### config.mk
export PLATFORM = sky130hd
export DESIGN_NAME = tagged_record_preview_extractor
export DESIGN_NICKNAME = d
export VERILOG_FILES = /design/src/sv/trpe_pkg.sv /design/src/sv/trpe_parser.sv /design/src/sv/trpe_out_buf.sv /design/src/sv/tagged_record_preview_extractor.sv
export SDC_FILE = /design/constraint.sdc
export NUM_CORES = 1
export LEC_CHECK = 0
export ABC_AREA = 1
export ABC_CLOCK_PERIOD_IN_PS = 15800
export BUFFER_PORTS_ARGS = -buffer_cell sky130_fd_sc_hd__buf_2
export CAP_MARGIN = 10
export CORE_MARGIN = 10
export CORE_UTILIZATION = 50
export DETAILED_ROUTE_END_ITERATION = 7
export PLACE_DENSITY = 0.65
export SYNTH_ARGS = -nofsm -noshare
export SYNTH_HDL_FRONTEND = slang
export SYNTH_SLANG_ARGS = --single-unit
export TNS_END_PERCENT = 10
### constraint.sdc
create_clock -name aclk -period 15.8 [get_ports aclk]
set_clock_uncertainty 0.05 [all_clocks]
set_input_delay 0.79 -clock aclk [delete_from_list [all_inputs] [get_ports aclk]]
set_output_delay 0.79 -clock aclk [all_outputs]
set_load 0.005 [all_outputs]
### src/sv/trpe_pkg.sv
// ----------------------------------------------------------------------------
// trpe_pkg - shared types and constants for the preview extractor
// Word layouts, outcome codes, record tags and signature bytes.
// ----------------------------------------------------------------------------
package trpe_pkg;

    typedef struct packed {
        logic [7:0] data_byte;
        logic       file_start;
        logic       stream_end;
    } trpe_item_t;

    typedef struct packed {
        logic [7:0] preview_byte;
        logic       byte_valid;
        logic       finished;
        logic [2:0] outcome;
        logic [1:0] image_kind;
    } trpe_result_t;

    localparam logic [2:0] OC_NONE    = 3'd0;
    localparam logic [2:0] OC_OK      = 3'd1;
    localparam logic [2:0] OC_BADSIG  = 3'd2;
    localparam logic [2:0] OC_NOPREV  = 3'd3;
    localparam logic [2:0] OC_BADSIZE = 3'd4;
    localparam logic [2:0] OC_TRUNC   = 3'd5;
    localparam logic [2:0] OC_CAP     = 3'd6;

    localparam logic [31:0] TAG_EOF  = 32'd3;
    localparam logic [31:0] TAG_COMP = 32'd30;
    localparam logic [31:0] TAG_GIF  = 32'd61;
    localparam logic [31:0] TAG_JPEG = 32'd62;
    localparam logic [31:0] TAG_PNG  = 32'd63;

    localparam logic [0:0] CFG_MAX_PREVIEW = 1'b0;
    localparam logic [0:0] CFG_MAX_RECORDS = 1'b1;

    localparam logic [31:0] MAX_PREVIEW_RESET = 32'h0400_0000;
    localparam logic [7:0]  MAX_RECORDS_RESET = 8'd64;

    // file signature, byte by position
    function automatic logic [7:0] sig_byte(input logic [2:0] idx);
        logic [7:0] b;
        unique case (idx)
            3'd0:    b = 8'h58;
            3'd1:    b = 8'h41;
            3'd2:    b = 8'h52;
            3'd3:    b = 8'h41;
            3'd4:    b = 8'hA3;
            3'd5:    b = 8'hA3;
            3'd6:    b = 8'h0D;
            default: b = 8'h0A;
        endcase
        return b;
    endfunction

endpackage

### src/sv/trpe_parser.sv
// ----------------------------------------------------------------------------
// trpe_parser - per-byte record parser
// Holds the parse state; decides the result for one word in a single pass.
// ----------------------------------------------------------------------------
module trpe_parser
    import trpe_pkg::*;
(
    input  logic         aclk,
    input  logic         aresetn,
    input  logic         en,
    input  trpe_item_t   item,
    input  logic [31:0]  max_preview_size,
    input  logic [7:0]   max_records,
    output logic         res_valid,
    output trpe_result_t res
);

    localparam logic [1:0] PH_SIG  = 2'd0;
    localparam logic [1:0] PH_HDR  = 2'd1;
    localparam logic [1:0] PH_SKIP = 2'd2;
    localparam logic [1:0] PH_BODY = 2'd3;

    logic [1:0]  phase_reg, phase_next;
    logic [2:0]  fbc_reg, fbc_next;
    logic [63:0] hdr_reg, hdr_next;
    logic [31:0] rem_reg, rem_next;
    logic [7:0]  rec_reg, rec_next;
    logic [1:0]  kind_reg, kind_next;
    logic        done_reg, done_next;

    logic [31:0] tag, size;
    logic [7:0]  cap;
    logic        skipped;

    assign cap = (max_records == 8'd0) ? 8'd1 : max_records;

    always_comb begin
        phase_next = phase_reg;
        fbc_next   = fbc_reg;
        hdr_next   = hdr_reg;
        rem_next   = rem_reg;
        rec_next   = rec_reg;
        kind_next  = kind_reg;
        done_next  = done_reg;
        tag        = '0;
        size       = '0;
        skipped    = 1'b0;
        res_valid  = 1'b0;
        res        = '0;

        if (item.file_start) begin
            phase_next = PH_SIG;
            fbc_next   = '0;
            rec_next   = '0;
            kind_next  = '0;
            done_next  = 1'b0;
        end

        if (item.stream_end) begin
            if (!done_next) begin
                res_valid    = 1'b1;
                res.finished = 1'b1;
                res.outcome  = OC_TRUNC;
            end
        end else if (!done_next) begin
            unique case (phase_next)
                PH_SIG: begin
                    if (item.data_byte != sig_byte(fbc_next)) begin
                        res_valid    = 1'b1;
                        res.finished = 1'b1;
                        res.outcome  = OC_BADSIG;
                    end else if (fbc_next == 3'd7) begin
                        phase_next = PH_HDR;
                        fbc_next   = '0;
                    end else begin
                        fbc_next = fbc_next + 3'd1;
                    end
                end
                PH_HDR: begin
                    hdr_next = {item.data_byte, hdr_next[63:8]};
                    if (fbc_next == 3'd7) begin
                        fbc_next = '0;
                        tag      = hdr_next[31:0];
                        size     = hdr_next[63:32];
                        if (rec_next != 8'hFF)
                            rec_next = rec_next + 8'd1;
                        if (tag == TAG_GIF || tag == TAG_JPEG || tag == TAG_PNG) begin
                            kind_next = 2'(tag - TAG_GIF);
                            if (size == 32'd0 || size > max_preview_size) begin
                                res_valid    = 1'b1;
                                res.finished = 1'b1;
                                res.outcome  = OC_BADSIZE;
                            end else begin
                                rem_next   = size;
                                phase_next = PH_BODY;
                            end
                        end else if (tag == TAG_EOF || tag == TAG_COMP) begin
                            res_valid    = 1'b1;
                            res.finished = 1'b1;
                            res.outcome  = OC_NOPREV;
                        end else begin
                            rem_next = size;
                            if (size == 32'd0)
                                skipped = 1'b1;
                            else
                                phase_next = PH_SKIP;
                        end
                    end else begin
                        fbc_next = fbc_next + 3'd1;
                    end
                end
                PH_SKIP: begin
                    if (rem_next != 32'd0)
                        rem_next = rem_next - 32'd1;
                    if (rem_next == 32'd0)
                        skipped = 1'b1;
                end
                default: begin
                    if (rem_next != 32'd0)
                        rem_next = rem_next - 32'd1;
                    res_valid        = 1'b1;
                    res.preview_byte = item.data_byte;
                    res.byte_valid   = 1'b1;
                    if (rem_next == 32'd0) begin
                        res.finished = 1'b1;
                        res.outcome  = OC_OK;
                    end
                end
            endcase

            // end of a skipped record body: next header or give up
            if (skipped) begin
                if (rec_next >= cap) begin
                    res_valid    = 1'b1;
                    res.finished = 1'b1;
                    res.outcome  = OC_CAP;
                end else begin
                    phase_next = PH_HDR;
                    fbc_next   = '0;
                end
            end
        end

        res.image_kind = kind_next;
        if (res_valid && res.finished)
            done_next = 1'b1;
    end

    always_ff @(posedge aclk) begin
        if (!aresetn) begin
            phase_reg <= PH_SIG;
            fbc_reg   <= '0;
            rec_reg   <= '0;
            kind_reg  <= '0;
            done_reg  <= 1'b0;
        end else if (en) begin
            phase_reg <= phase_next;
            fbc_reg   <= fbc_next;
            rec_reg   <= rec_next;
            kind_reg  <= kind_next;
            done_reg  <= done_next;
        end
    end

    // header bytes are all replaced before use; counter is loaded on entry
    always_ff @(posedge aclk) begin
        if (en) begin
            hdr_reg <= hdr_next;
            rem_reg <= rem_next;
        end
    end

endmodule

### src/sv/trpe_out_buf.sv
// ----------------------------------------------------------------------------
// trpe_out_buf - two-entry result buffer
// Output register plus skid slot between the parser and the result channel.
// ----------------------------------------------------------------------------
module trpe_out_buf
    import trpe_pkg::*;
(
    input  logic         aclk,
    input  logic         aresetn,
    input  logic         push,
    input  trpe_result_t push_data,
    output logic         has_room,
    output logic         out_valid,
    input  logic         out_ready,
    output trpe_result_t out_data
);

    logic [1:0]   count_reg, count_next;
    trpe_result_t head_reg, head_next;
    trpe_result_t tail_reg, tail_next;
    logic         pop;

    assign out_valid = (count_reg != 2'd0);
    assign has_room  = (count_reg != 2'd2);
    assign out_data  = head_reg;
    assign pop       = out_valid && out_ready;

    always_comb begin
        count_next = count_reg;
        head_next  = head_reg;
        tail_next  = tail_reg;
        if (pop && !push) begin
            head_next  = tail_reg;
            count_next = count_reg - 2'd1;
        end else if (push && !pop) begin
            if (count_reg == 2'd0)
                head_next = push_data;
            else
                tail_next = push_data;
            count_next = count_reg + 2'd1;
        end else if (push && pop) begin
            if (count_reg == 2'd1) begin
                head_next = push_data;
            end else begin
                head_next = tail_reg;
                tail_next = push_data;
            end
        end
    end

    always_ff @(posedge aclk) begin
        if (!aresetn)
            count_reg <= '0;
        else
            count_reg <= count_next;
    end

    always_ff @(posedge aclk) begin
        head_reg <= head_next;
        tail_reg <= tail_next;
    end

endmodule

### src/sv/tagged_record_preview_extractor.sv
// ----------------------------------------------------------------------------
// tagged_record_preview_extractor - preview image extractor
// Checks the file signature, walks tag/size records and streams out the body
// of the first GIF, JPEG or PNG preview record, ending with an outcome code.
//
//   channel | dir | tdata                       | tuser                      | tlast
//   s_      | in  | [7:0] data_byte             | [0] file_start [1] stream_end | -
//   m_      | out | [7:0] preview_byte [10:8] outcome | [0] byte_valid [2:1] image_kind | finished
//   cfg_    | in  | reg 0 max_preview_size, reg 1 max_records (write only)
//
// One word per cycle sustained while the result buffer has room: an input register,
// the parse logic, then a two-entry result buffer. m_tvalid follows once a result
// is registered in the buffer. The parse step stalls only when both result slots are full.
// aresetn (synchronous) clears parse state, empties the buffers and loads both registers' reset values.
// ----------------------------------------------------------------------------
module tagged_record_preview_extractor
    import trpe_pkg::*;
(
    input  logic        aclk,
    input  logic        aresetn,
    input  logic        s_tvalid,
    output logic        s_tready,
    input  logic [7:0]  s_tdata,   // [7:0] data_byte
    input  logic [1:0]  s_tuser,   // [0] file_start, [1] stream_end
    output logic        m_tvalid,
    input  logic        m_tready,
    output logic [15:0] m_tdata,   // [7:0] preview_byte, [10:8] outcome, rest 0
    output logic [2:0]  m_tuser,   // [0] byte_valid, [2:1] image_kind
    output logic        m_tlast,   // finished
    input  logic        cfg_wr_en,
    input  logic [0:0]  cfg_addr,
    input  logic [31:0] cfg_wr_data
);

    logic [31:0]  max_preview_reg;
    logic [7:0]   max_records_reg;
    logic         in_valid_reg, in_valid_next;
    trpe_item_t   in_item_reg;
    logic         s_fire, proc_fire, has_room, res_valid;
    trpe_result_t res, out_res;

    always_ff @(posedge aclk) begin
        if (!aresetn) begin
            max_preview_reg <= MAX_PREVIEW_RESET;
            max_records_reg <= MAX_RECORDS_RESET;
        end else if (cfg_wr_en) begin
            unique case (cfg_addr)
                CFG_MAX_PREVIEW: max_preview_reg <= cfg_wr_data;
                CFG_MAX_RECORDS: max_records_reg <= cfg_wr_data[7:0];
            endcase
        end
    end

    assign proc_fire     = in_valid_reg && has_room;
    assign s_tready      = !in_valid_reg || has_room;
    assign s_fire        = s_tvalid && s_tready;
    assign in_valid_next = s_fire || (in_valid_reg && !proc_fire);

    always_ff @(posedge aclk) begin
        if (!aresetn)
            in_valid_reg <= 1'b0;
        else
            in_valid_reg <= in_valid_next;
    end

    always_ff @(posedge aclk) begin
        if (s_fire) begin
            in_item_reg.data_byte  <= s_tdata;
            in_item_reg.file_start <= s_tuser[0];
            in_item_reg.stream_end <= s_tuser[1];
        end
    end

    trpe_parser u_parser (
        .aclk             (aclk),
        .aresetn          (aresetn),
        .en               (proc_fire),
        .item             (in_item_reg),
        .max_preview_size (max_preview_reg),
        .max_records      (max_records_reg),
        .res_valid        (res_valid),
        .res              (res)
    );

    trpe_out_buf u_out_buf (
        .aclk      (aclk),
        .aresetn   (aresetn),
        .push      (proc_fire && res_valid),
        .push_data (res),
        .has_room  (has_room),
        .out_valid (m_tvalid),
        .out_ready (m_tready),
        .out_data  (out_res)
    );

    assign m_tdata = {5'd0, out_res.outcome, out_res.preview_byte};
    assign m_tuser = {out_res.image_kind, out_res.byte_valid};
    assign m_tlast = out_res.finished;

endmodule

Word level (Yosys, flattened, before mapping):

Cells that the tools add are included.

* word-level logic and storage cells: 199
* input bits: 48
* output and inout port bits: 22
* register bits: 195

* bitwise logic cells: 5
* equality and inequality tests: 24
* reductions and logical operators: 40
* $add $sub $neg: 6
* mux-type cells: 98
* $lt $le $gt $ge: 2

Operators by type and width (number)
* $mux W32: 11
* $mux W15: 9
* $eq A32 B6 Y1 const B: 3
* $logic_not A32 Y1: 3
* $mux W8: 12
* $pmux W32 S3: 1
* $mux W2: 20
* $mux W4: 10
* $pmux W8 S5: 1
* $eq A32 B2 Y1 const B: 1
* $eq A32 B5 Y1 const B: 1
* $gt A32 B32 Y1: 1
* $reduce_bool A32 Y1: 1
* $sub A32 B1 Y32 const B: 1
* $mux W3: 7
* $mux W1: 19
* $mux W9: 2
* $mux W13: 1
* $eq A3 B3 Y1 const B: 4
* $pmux W4 S3: 1
* $logic_and A1 B1 Y1: 9
* $add A8 B1 Y8 const B: 1
* $ge A8 B8 Y1: 1
* $logic_not A8 Y1: 1
* 29 further kinds: 54

Longest topological paths before layout:

* depth in word-level cells: 19
* mapped depth: 29
* gate-level depth less buffers: 29

By module:

From an unflattened synthesis, not the netlist that was laid out.

* cell total of the unflattened synthesis: 1321
* area, all modules: 10704.0 sq um

By module, submodules not included
* trpe_parser: instances 1, cells an instance 937, seq. area each 2962.8 sq um, area an instance 7203.2 sq um
* tagged_record_preview_extractor: instances 1, cells an instance 269, seq. area each 1121.1 sq um, area an instance 2068.2 sq um
* trpe_out_buf: instances 1, cells an instance 115, seq. area each 940.9 sq um, area an instance 1432.6 sq um

Least setup slack after synthesis:

Ideal clock, no wire load.

* path type: register -> register
* from: reg in_item_reg[1] (netlist name)
* to: reg u_out_buf.tail_reg[0] (netlist name), enable pin
* path buffers: 1
* stages on the path, launching flop included: 28
* data required time: 15.364 ns
* setup time: 0.386 ns
* path slack: 10.468 ns
* period minus slack after synthesis: 5.332 ns
* arrival time: 4.896 ns
* cell sequence: edfxtp_1 inv_2 clkbuf_1 nand2_1 inv_1 ha_1 ha_1 nand2_1 a21oi_1 inv_1 or2_2 o21ai_0 inv_1 ha_1 a21oi_1 o21ai_0 nand2_1 and3_1 inv_1 nand3_4 nand3b_2 nand2_2 inv_1 ha_1 or2_2 nand2_1 nand2_1 nor2_1

* cells in the longest elaborated chain, start to end: 19
* elaborated cells between the ends (all ways): 52
* those cells by class: add/sub: 1; order compare: 1; eq/ne: 13; mux: 25; bitwise: 1; reduce/logical: 11

RTL lines
* start: declaration: line tagged_record_preview_extractor.sv:38 `trpe_item_t in_item_reg;`
* parallel branches: the longest is 13 deep, another holds $add A8 B1 Y8
* $mux W1 *: line trpe_parser.sv:59 `if (item.stream_end) begin`
* $logic_and A1 B1 Y1 *: line tagged_record_preview_extractor.sv:88 `.push (proc_fire && res_valid),`
* parallel branches: the longest is 3 deep, another holds $ne A2 B2 Y1
* $reduce_and A4 Y1 (no line) *
* end signal: assignment: line trpe_out_buf.sv:60 `tail_reg <= tail_next;`
* end: declaration: line trpe_out_buf.sv:20 `trpe_result_t tail_reg, tail_next;`

Mark *: on every way between the ends. The select of a mux whose other input is x is not followed.
A chain may end at the register's enable or synchronous reset.

==> flow_summary.ini <==
[status]
status = finished clean

[synthesis]
ys_types = 48
synth_simple_gate_area_share_pct = 22.30
synth.yosys.seq_area_share_pct = 49.13
synth_fa_ha_area_share_pct = 7.462
syn_avg_cell_area_um2 = 8.377
yosysWarningCount = 0
synth.ff_latch_count = 187
synth-compound-area-share_pct = 11.58
synth_top_family_by_area = simple AND/OR/NAND/NOR gates
post_synth_inst_count = 1221
synth_edf_count = 128
leading_register_cell_type_out_of_synthesis = sky130_fd_sc_hd__edfxtp_1
multiplexer_area_fraction_after_synthesis_pct = 0.09786
synth-xor-area-share_pct = 2.312
mappedNetlistArea_um2 = 10230
synth_async_sr_flop_share_pct = 0

[clock_tree]
clkLatencyLatePin_ps = 440
cts-resized-gates = 0
post_cts_setup_repair_buffer_count = 0
ctsHtreeMaxLevel = 4
path_clk_slew_ps = 70
clock_tree.buffer_depth = 2
number_of_buffers_inserted_by_hold_repair_at_cts = 0
cts_sinks = 187
cts_buffers = 17
tritoncts_clock_tree = done
cts-root-buf = sky130_fd_sc_hd__clkbuf_16

[drt]
detail-route-antenna-nets = 0
route.detailed.drc = 0
drtIter0Drc = 698
wire_length_after_detailed_routing_um = 25030
vias_per_cell = 5.294
vias = 8248
first_pass_iters = 5
routedWlPerCell_um = 16.07

[power]
share_seq_of_total_power_pct = 50.2
peakVddDrop_mv = 0.07862
leakage_nw = 4.764
power_switching_w = 0.0003283
pwr-share-comb_pct = 14.5
internal_power_of_the_cells_w = 0.0008321
pwr_density_cell_nw_per_um2 = 102.4
swShare_pct = 28.29
clock_power_share_pct = 35.3

[floorplan]
start_util_pct = 50.71
placementRows = 52
io_pins = 70
fp.dieArea_um2 = 26580
die_h_um = 163.0
core_um2 = 20170
dieWidth_um = 163.0

[timing]
fin_crit_sh_pct = 43.17
final_max_slew_viol_count = 0
fin_ws_ps = 8978
fin_setup_tns_ps = 0
setup_viol = 0
timing.final.crit_period_ps = 6822
max_clock_freq_mhz = 146.6
timing_worst_slew_pin_value_ps = 1143
grt_setup_unrepaired = no
max-slew-margin-rel_pct = 23.52
hold-worst-slack_ps = 400.2
number_of_endpoints_with_negative_hold_slack_in_the_final_report = 0

[placement]
place.detailed.instances = 1526
placement.setup.worst_slack_ps = 9004
hpwlAfterDp_um = 18890
port-buffer-count = 64
rd_place_congestion = 0.9128

[worst_setup_path]
critPathKind = reg -> reg
worst_ep_required_time_ps = 15940
worst_ep_arrival_time_ps = 6960
timing.critical_path.to_type = flop
critical_path.startpoint_type = flop
cpLargestDelayFamily = simple AND/OR/NAND/NOR gates
critical_path.slowest_cell = sky130_fd_sc_hd__ha_2
crit_buf_inv = 8
critPathMaxStageDelay_ps = 870
worst-r2r-setup-slack_ps = 8980
crit_fanout = 59
crit_path_frequent_cell = sky130_fd_sc_hd__inv_1

[layout]
post_route_insts_no_fill = 1558
largest_register_ffs = 56
drive_gt1_share_pct = 9.783
nets = 1384
layout-area-overhead-vs-synth_pct = 10.79
fill_cells = 1868
antennaDiodeCount = 0

[global_routing]
global_route.usage.total_pct = 18.97
globalRouteOverflowTotal = 0
grt_max_degree = 60
grt_pass1_vias = 7731
global_route_wire_length_before_repair_um = 40110
number_of_antenna_violations_at_the_first_check_in_global_routing = 0

[job]
cap_violations = 0

[hold_path]
worst_min_delay_path_category = reg -> reg
power groups by stage:
stage	clock network (W)	logic [W]	registers (W)
global route	0.000433	0.000192	0.000586
floorplan	0	0.000115	0.000591
detailed placement	0	0.000169	0.000594
global placement	0	0.000165	0.000594
CTS	0.000415	0.000170	0.000583
finish	0.000410	0.000168	0.000583
metal layers:
metal	GRT usage, %	share of wire [%]	wire [um]	vias up
li1	-	-	-	4172
met1	26.42	47	11840	3795
met2	29.56	45	11200	249
met3	3.574	6.3	1569	32
met4	5.369	1.7	423	0
met5	0	0	0	-
cells by family (layout without fill, tap and decap cells):
| family | count (synthesis) | in the layout |
|---|---|---|
| xor+xnor | 27 | 27 |
| other cells | 1 | 5 |
| flops | 187 | 187 |
| mux | 1 | 1 |
| compound gates | 224 | 224 |
| simple gates | 535 | 535 |
| buf+inv | 185 | 248 |
| fa+ha+maj | 61 | 61 |
Yosys cell counts (4+ instances only):
library cell | instances | share of area, %
sky130_fd_sc_hd__nand2_1 | 289 | 11
sky130_fd_sc_hd__o21ai_1 | 8 | 0.39
sky130_fd_sc_hd__nor4_1 | 6 | 0.37
sky130_fd_sc_hd__o21ai_0 | 101 | 4.9
sky130_fd_sc_hd__edfxtp_1 | 128 | 38
sky130_fd_sc_hd__dfxtp_1 | 59 | 12
sky130_fd_sc_hd__inv_1 | 145 | 5.3
sky130_fd_sc_hd__nand2_2 | 5 | 0.31
sky130_fd_sc_hd__ha_1 | 61 | 7.5
sky130_fd_sc_hd__nand4_1 | 22 | 1.3
sky130_fd_sc_hd__nand3_1 | 47 | 2.3
sky130_fd_sc_hd__or2_2 | 5 | 0.31
sky130_fd_sc_hd__nor2_2 | 6 | 0.37
sky130_fd_sc_hd__nor2_1 | 136 | 5.0
sky130_fd_sc_hd__a21oi_1 | 91 | 4.5
sky130_fd_sc_hd__clkinv_1 | 4 | 0.15
sky130_fd_sc_hd__clkbuf_1 | 27 | 0.99
sky130_fd_sc_hd__nor3_1 | 8 | 0.39
sky130_fd_sc_hd__o211ai_1 | 6 | 0.44
sky130_fd_sc_hd__xnor2_1 | 5 | 0.43
sky130_fd_sc_hd__xor2_1 | 22 | 1.9
sky130_fd_sc_hd__buf_4 | 6 | 0.44
layout by cell type (no fill, tap or decap), drive strengths merged, types with 2 or more instances in the layout:
master and count:
o21bai 2, nor3 8, a31oi 3, nand3 49
conb 5, nand4 23, edfxtp 128, buf 66
ha 61, clkinv 7, or2 5, xor2 22
nor4 6, o21ai 110, a211oi 2, nand2 294
a21oi 91, a22oi 2, o21a 2, o211ai 6
clkbuf 18, xnor2 5, nor2 146, nand3b 2
inv 156, dfxtp 59
worst reg2reg max path, stage by stage, from the launching register on:
cell and delay [ps]:
sky130_fd_sc_hd__edfxtp_1 450, sky130_fd_sc_hd__inv_2 270, sky130_fd_sc_hd__nand2_1 180, sky130_fd_sc_hd__inv_1 180, sky130_fd_sc_hd__ha_2 870, sky130_fd_sc_hd__nand2_1 350, sky130_fd_sc_hd__a21oi_1 570, sky130_fd_sc_hd__inv_1 200
sky130_fd_sc_hd__or2_2 320, sky130_fd_sc_hd__o21ai_0 80, sky130_fd_sc_hd__inv_1 60, sky130_fd_sc_hd__ha_1 310, sky130_fd_sc_hd__a21oi_1 150, sky130_fd_sc_hd__o21ai_0 90, sky130_fd_sc_hd__nand2_1 60, sky130_fd_sc_hd__and3_1 240
sky130_fd_sc_hd__inv_1 100, sky130_fd_sc_hd__nand3_4 120, sky130_fd_sc_hd__nand3b_2 80, sky130_fd_sc_hd__nand2_2 100, sky130_fd_sc_hd__inv_1 50, sky130_fd_sc_hd__ha_1 200, sky130_fd_sc_hd__or2_2 280, sky130_fd_sc_hd__nand2_1 340
sky130_fd_sc_hd__clkinv_1 500, sky130_fd_sc_hd__o21ai_0 310, sky130_fd_sc_hd__inv_1 60
layout make-up:
class                           count  area (um2)  area share, %
Sequential cell                   187        5025          44.34
Multi-Input combinational cell    853        4519          39.88
Inverter                          150       563.0          4.969
Clock buffer                       18       429.2          3.787
Tap cell                          270       337.8          2.981
Timing Repair Buffer               66       335.3          2.959
Clock inverter                     14       122.6          1.082
path summary, 6_finish.rpt:
path	start	to	cells past startpoint
setup / recovery	in_item_reg[1]$_DFFE_PP_	u_out_buf.out_data[1]$_DFFE_PP_	26
hold / removal	u_parser.hdr_reg[18]$_DFFE_PP_	u_parser.hdr_reg[10]$_DFFE_PP_	0
setup reg to reg	in_item_reg[1]$_DFFE_PP_	u_out_buf.out_data[1]$_DFFE_PP_	26
hold reg to reg	u_parser.hdr_reg[18]$_DFFE_PP_	u_parser.hdr_reg[10]$_DFFE_PP_	0
per-stage QoR:
| stage | cell area, um2 | util, % | total power, W |
|---|---|---|---|
| after floorplan | 10240 | - | 0.0007057 |
| after global placement | 10780 | 53.45 | 0.0007592 |
| after detailed placement | 10780 | 53.45 | 0.0007637 |
| after CTS | 11330 | 56.18 | 0.001169 |
| after global routing | 11330 | 56.18 | 0.001212 |
| final | 11330 | 56.18 | 0.001160 |
(Power assumes the default switching activity.)
